==> config.mk <==
export PLATFORM = sky130hd
export DESIGN_NAME = bea_ctrl
export DESIGN_NICKNAME = d
export VERILOG_FILES = /design/src/rtl/core/bea_pkg.sv /design/src/rtl/core/bea_ctrl.sv
export SDC_FILE = /design/constraint.sdc
export NUM_CORES = 1
export LEC_CHECK = 0
export CAP_MARGIN = 20
export CORE_AREA = 5 5 42 44
export CTS_CLUSTER_SIZE = 40
export DETAILED_ROUTE_END_ITERATION = 7
export DIE_AREA = 0 0 47 49
export DONT_BUFFER_PORTS = 1
export SYNTH_ARGS = -nofsm -noshare
export SYNTH_HDL_FRONTEND = slang
export SYNTH_SLANG_ARGS = --single-unit
export TNS_END_PERCENT = 20
==> constraint.sdc <==
create_clock -name clk -period 3.05 [get_ports clk]
set_clock_uncertainty 0.15 [all_clocks]
set_input_delay 0.1525 -clock clk [delete_from_list [all_inputs] [get_ports clk]]
set_output_delay 0.1525 -clock clk [all_outputs]
set_load 0.05 [all_outputs]
==> src/rtl/core/bea_pkg.sv <==
// Shared constants, codes and controller/datapath interface types for the extent allocator.
package bea_pkg;

    localparam int NUM_BLOCKS    = 4096;
    localparam int MAP_WORD_BITS = 32;
    localparam int MAP_WORDS     = (NUM_BLOCKS + MAP_WORD_BITS - 1) / MAP_WORD_BITS;

    localparam int WORD_IDX_W = $clog2(MAP_WORDS);
    localparam int BIT_IDX_W  = $clog2(MAP_WORD_BITS);
    localparam int BLK_W      = 12;
    localparam int LIMIT_W    = 13;
    localparam int LEN_W      = 7;
    localparam int STATUS_W   = 2;
    localparam int CFG_IDX_W  = 2;
    localparam int CFG_DATA_W = 13;

    localparam logic [STATUS_W-1:0] STATUS_OK       = 2'd0;
    localparam logic [STATUS_W-1:0] STATUS_NO_SPACE = 2'd1;
    localparam logic [STATUS_W-1:0] STATUS_BAD_FREE = 2'd2;

    localparam logic OP_ALLOC = 1'b0;
    localparam logic OP_FREE  = 1'b1;

    localparam logic [CFG_IDX_W-1:0] CFG_SEARCH_START = 2'd0;
    localparam logic [CFG_IDX_W-1:0] CFG_BLOCK_LIMIT  = 2'd1;
    localparam logic [CFG_IDX_W-1:0] CFG_EXTENT_LEN   = 2'd2;

    // Commands from the controller to the datapath.
    typedef struct packed {
        logic                load;
        logic                scan_init;
        logic                scan_step;
        logic                scan_hit;
        logic                walk_init;
        logic                rd_walk;
        logic                chk;
        logic                wr_en;
        logic                wr_set;
        logic                publish;
        logic [STATUS_W-1:0] pub_status;
    } bea_cmd_t;

    // Status from the datapath back to the controller.
    typedef struct packed {
        logic op_free;
        logic range_ok;
        logic hit;
        logic scan_last;
        logic walk_last;
        logic chk_ok;
        logic out_full;
    } bea_stat_t;

endpackage

==> src/rtl/core/bea_ctrl.sv <==
// Controller state machine that sequences scan, check, mark and clear sweeps.
module bea_ctrl
    import bea_pkg::*;
(
    input  logic      clk,
    input  logic      rst_n,
    input  logic      in_valid,
    output logic      in_stall,
    input  bea_stat_t stat,
    output bea_cmd_t  cmd
);

    localparam logic [3:0] ST_IDLE     = 4'd0;
    localparam logic [3:0] ST_DECODE   = 4'd1;
    localparam logic [3:0] ST_SCAN     = 4'd2;
    localparam logic [3:0] ST_MARK_INI = 4'd3;
    localparam logic [3:0] ST_MARK_RD  = 4'd4;
    localparam logic [3:0] ST_MARK_WR  = 4'd5;
    localparam logic [3:0] ST_CHK_RD   = 4'd6;
    localparam logic [3:0] ST_CHK_EVAL = 4'd7;
    localparam logic [3:0] ST_FREE_DEC = 4'd8;
    localparam logic [3:0] ST_CLR_RD   = 4'd9;
    localparam logic [3:0] ST_CLR_WR   = 4'd10;
    localparam logic [3:0] ST_RESULT   = 4'd11;

    logic [3:0]          state_reg;
    logic [3:0]          state_next;
    logic [STATUS_W-1:0] res_reg;
    logic [STATUS_W-1:0] res_next;

    assign in_stall = (state_reg != ST_IDLE);

    always_comb
    begin
        state_next = state_reg;
        res_next   = res_reg;
        cmd        = '0;
        unique case (state_reg)
            ST_IDLE:
            begin
                if (in_valid)
                begin
                    cmd.load   = 1'b1;
                    state_next = ST_DECODE;
                end
            end
            ST_DECODE:
            begin
                if (!stat.op_free)
                begin
                    cmd.scan_init = 1'b1;
                    state_next    = ST_SCAN;
                end
                else if (stat.range_ok)
                begin
                    cmd.walk_init = 1'b1;
                    state_next    = ST_CHK_RD;
                end
                else
                begin
                    res_next   = STATUS_BAD_FREE;
                    state_next = ST_RESULT;
                end
            end
            ST_SCAN:
            begin
                if (stat.hit)
                begin
                    cmd.scan_hit = 1'b1;
                    state_next   = ST_MARK_INI;
                end
                else if (stat.scan_last)
                begin
                    res_next   = STATUS_NO_SPACE;
                    state_next = ST_RESULT;
                end
                else
                begin
                    cmd.scan_step = 1'b1;
                end
            end
            ST_MARK_INI:
            begin
                cmd.walk_init = 1'b1;
                state_next    = ST_MARK_RD;
            end
            ST_MARK_RD:
            begin
                cmd.rd_walk = 1'b1;
                state_next  = ST_MARK_WR;
            end
            ST_MARK_WR:
            begin
                cmd.wr_en  = 1'b1;
                cmd.wr_set = 1'b1;
                if (stat.walk_last)
                begin
                    res_next   = STATUS_OK;
                    state_next = ST_RESULT;
                end
                else
                begin
                    state_next = ST_MARK_RD;
                end
            end
            ST_CHK_RD:
            begin
                cmd.rd_walk = 1'b1;
                state_next  = ST_CHK_EVAL;
            end
            ST_CHK_EVAL:
            begin
                cmd.chk    = 1'b1;
                state_next = stat.walk_last ? ST_FREE_DEC : ST_CHK_RD;
            end
            ST_FREE_DEC:
            begin
                if (stat.chk_ok)
                begin
                    cmd.walk_init = 1'b1;
                    state_next    = ST_CLR_RD;
                end
                else
                begin
                    res_next   = STATUS_BAD_FREE;
                    state_next = ST_RESULT;
                end
            end
            ST_CLR_RD:
            begin
                cmd.rd_walk = 1'b1;
                state_next  = ST_CLR_WR;
            end
            ST_CLR_WR:
            begin
                cmd.wr_en = 1'b1;
                if (stat.walk_last)
                begin
                    res_next   = STATUS_OK;
                    state_next = ST_RESULT;
                end
                else
                begin
                    state_next = ST_CLR_RD;
                end
            end
            ST_RESULT:
            begin
                if (!stat.out_full)
                begin
                    cmd.publish    = 1'b1;
                    cmd.pub_status = res_reg;
                    state_next     = ST_IDLE;
                end
            end
            default:
            begin
                state_next = ST_IDLE;
            end
        endcase
    end

    always_ff @(posedge clk or negedge rst_n)
    begin
        if (!rst_n)
        begin
            state_reg <= ST_IDLE;
            res_reg   <= STATUS_OK;
        end
        else
        begin
            state_reg <= state_next;
            res_reg   <= res_next;
        end
    end

endmodule

==> results.toml <==
[power]
leakage_nw = 0.295
ir_drop_v = 0.000540
p_total_mw = 0.828
powerDensity_nw_per_um2 = 1250

[sta]
maxSlewHeadroom = 0.406
grt_setup_unrepaired = "false"
max_freq_ghz = 0.448
setup_ws_ns = 0.818
period_share = 0.732
finalSetupViolCount = 0
fin_crit_ns = 2.23
setup_tns_ns = 0
tightest_slew_ns = 0.888
drv_slew = 0
finalHoldViolCount = 0

[cells_and_area]
area_growth_pct = 8.81
seqCellArea_um2 = 150
largest_reg_flops = 4
nFillCells = 149
final_nets = 96
drive_above_1_share = 0.214
multiInputGateArea_um2 = 398
antenna_cells = 0

[detailed_routing]
detail_route.vias_per_cell = 6.14
wl_per_cell_um = 16.0
drc = 0
drt_wl_total_um = 1600
antenna_left = 0
num_vias = 614
drt_iter0_drc = 25
drtPass1Iterations = 4

[synth]
netlist_instances = 79
synth-seq-area-share = 0.246
synth_nets = 89
ys_warn_count = 0
ys_seq_elements = 6
ys_types = 32
ys.flop_type = "dfrtp_1"
async_flop_share = 1.00
synth-edff-count = 0
synth_area_per_cell_um2 = 7.73
synthesis.area_um2 = 611

[cts]
cts_made_buffers = 3
ctsResizeCount = 0
clk_transition_reported_paths_ns = 0.04
numClockSinks = 6
cts_tree = "built"
root_buffer = "clkbuf_4"
cts_buffer_depth = 2
insertion_delay_ns = 0.24
post_cts_buffers = 0
htree_levels = 1

[place]
pre_cts_ws_ns = 0.974
place.port_buffers = 0
dp_hpwl_um = 1270
gp_congestion = 0.907

[grt]
grt.overflow.total = 0
antenna_found_initial = 0
grt_usage = 0.155
grt_max_degree = 16
grt_pass1_vias = 581
grt_pass1_wl_um = 2660

[floorplanning]
fp.dieW_um = 47
start_util = 0.436
chipHeight_um = 49
core_area_um2 = 1400
dieArea_um2 = 2300
ios = 23
rows = 14

[worst_hold_path]
holdPathEnd = "state_reg[2]"
hold_class = "in2reg"
holdPathStages = 3
worstHoldStart = "stat[2]"

[setup_path]
cp-end-kind = "output port"
cp.required_ns = 2.75
r2r_end = "res_reg[0]"
r2r_slack_ns = 0.96
rr_worst_depth = 6
start_kind = "flip-flop"
crit_start = "state_reg[2]"
crit_arrival_ns = 1.93
critPathKind = "reg2out"
path_max_fanout = 15
worstReg2RegStart = "state_reg[1]"

[job]
drv_cap = 0

[run_status]
status = "finished, final reports clean"
worst max path at each step:
stage,depth (start not counted),to
3_5_place_dp,6,res_reg[0]
6_report,4,cmd[0]
2_1_floorplan,4,cmd[0]
3_3_place_gp,6,res_reg[0]
4_1_cts,4,cmd[0]
5_1_grt,4,cmd[9]
through the flow:
| step | utilization | instance area, um2 | cells | hold WS, ns |
|---|---|---|---|---|
| after CTS | 0.474 | 664 | 100 | 0.0102 |
| final | 0.474 | 664 | 100 | 0.0208 |
| after floorplan | - | 611 | 79 | -0.293 |
| after global placement | 0.451 | 632 | 96 | -0.293 |
| after global routing | 0.474 | 664 | 100 | 0.0329 |
| after detailed placement | 0.451 | 632 | 96 | -0.293 |
layout make-up:
| type | instances | area share |
|---|---|---|
| repair buffers | 6 | 0.0716 |
| well taps | 16 | 0.0301 |
| clock buffers | 3 | 0.0339 |
| flip-flops and latches | 6 | 0.226 |
| inverters | 7 | 0.0395 |
| multi-input cells | 62 | 0.599 |
synthesized netlist by cell type (2+ instances only):
cell	n	area share
nand2_1	8	0.049
o21ai_0	8	0.066
nor2_1	7	0.043
dfrtp_1	6	0.25
inv_1	5	0.031
nand2b_1	4	0.041
a21oi_1	3	0.025
and2_1	3	0.031
buf_6	3	0.055
nand3_1	3	0.025
a221oi_1	2	0.029
and3_1	2	0.020
inv_2	2	0.012
nand2b_2	2	0.029
nor3_1	2	0.016
nor4_1	2	0.020
o22ai_1	2	0.020
routing by layer:
| metal | wire length (um) | vias up | track usage |
|---|---|---|---|
| met1 | 640 | 282 | 0.210 |
| met3 | 225 | 0 | 0.0738 |
| li1 | - | 297 | - |
| met4 | 0 | 0 | 0.0369 |
| met5 | 0 | - | 0 |
| met2 | 738 | 35 | 0.219 |
cell usage in the layout, fill, tap and decap left out:
master and n:
nand2_1 8, o21ai_0 8, nor2_1 7, dfrtp_1 6, inv_1 5, buf_4 5, nand2b_1 4, nand3_1 3
and2_1 3, a21oi_1 3, clkbuf_4 3, nand2b_2 2, o22ai_1 2, and3_1 2, inv_2 2, nor4_1 2
a221oi_1 2, nor2b_2 1, nor3_1 1, nor3_2 1, nor4_2 1, o221ai_1 1, nand4_1 1, and2b_1 1
or2b_1 1, a22oi_1 1, o2bb2ai_2 1, o311ai_2 1, mux2_1 1, mux2_4 1, o2bb2ai_1 1, a221o_1 1
o21ai_1 1, dlygate4sd3_1 1
report_power, final:
part / total, mW / switching [mW] / internal (mW)
clock network: 0.0706 / 0.0262 / 0.0443
logic: 0.543 / 0.356 / 0.187
registers: 0.215 / 0.0993 / 0.116
cell families after synthesis:
| kind of cell | share of synthesized area |
|---|---|
| simple gates | 0.344 |
| buf+inv | 0.111 |
| flops | 0.246 |
| compound gates | 0.256 |
| mux | 0.0430 |
worst max-delay path, stage by stage (launching register included):
cell,delay (ns)
dfrtp_1,0.56
nand2b_1,0.31
nor3_2,0.14
buf_4,0.23
and2_1,0.46
repair_timing:
item | in CTS | in global routing
hold buffers | 1 | 0
endpoints found under the setup margin | 0 | 0
endpoints found under the hold margin | 6 | 0
No activity file was read; power rests on OpenSTA's default activity.
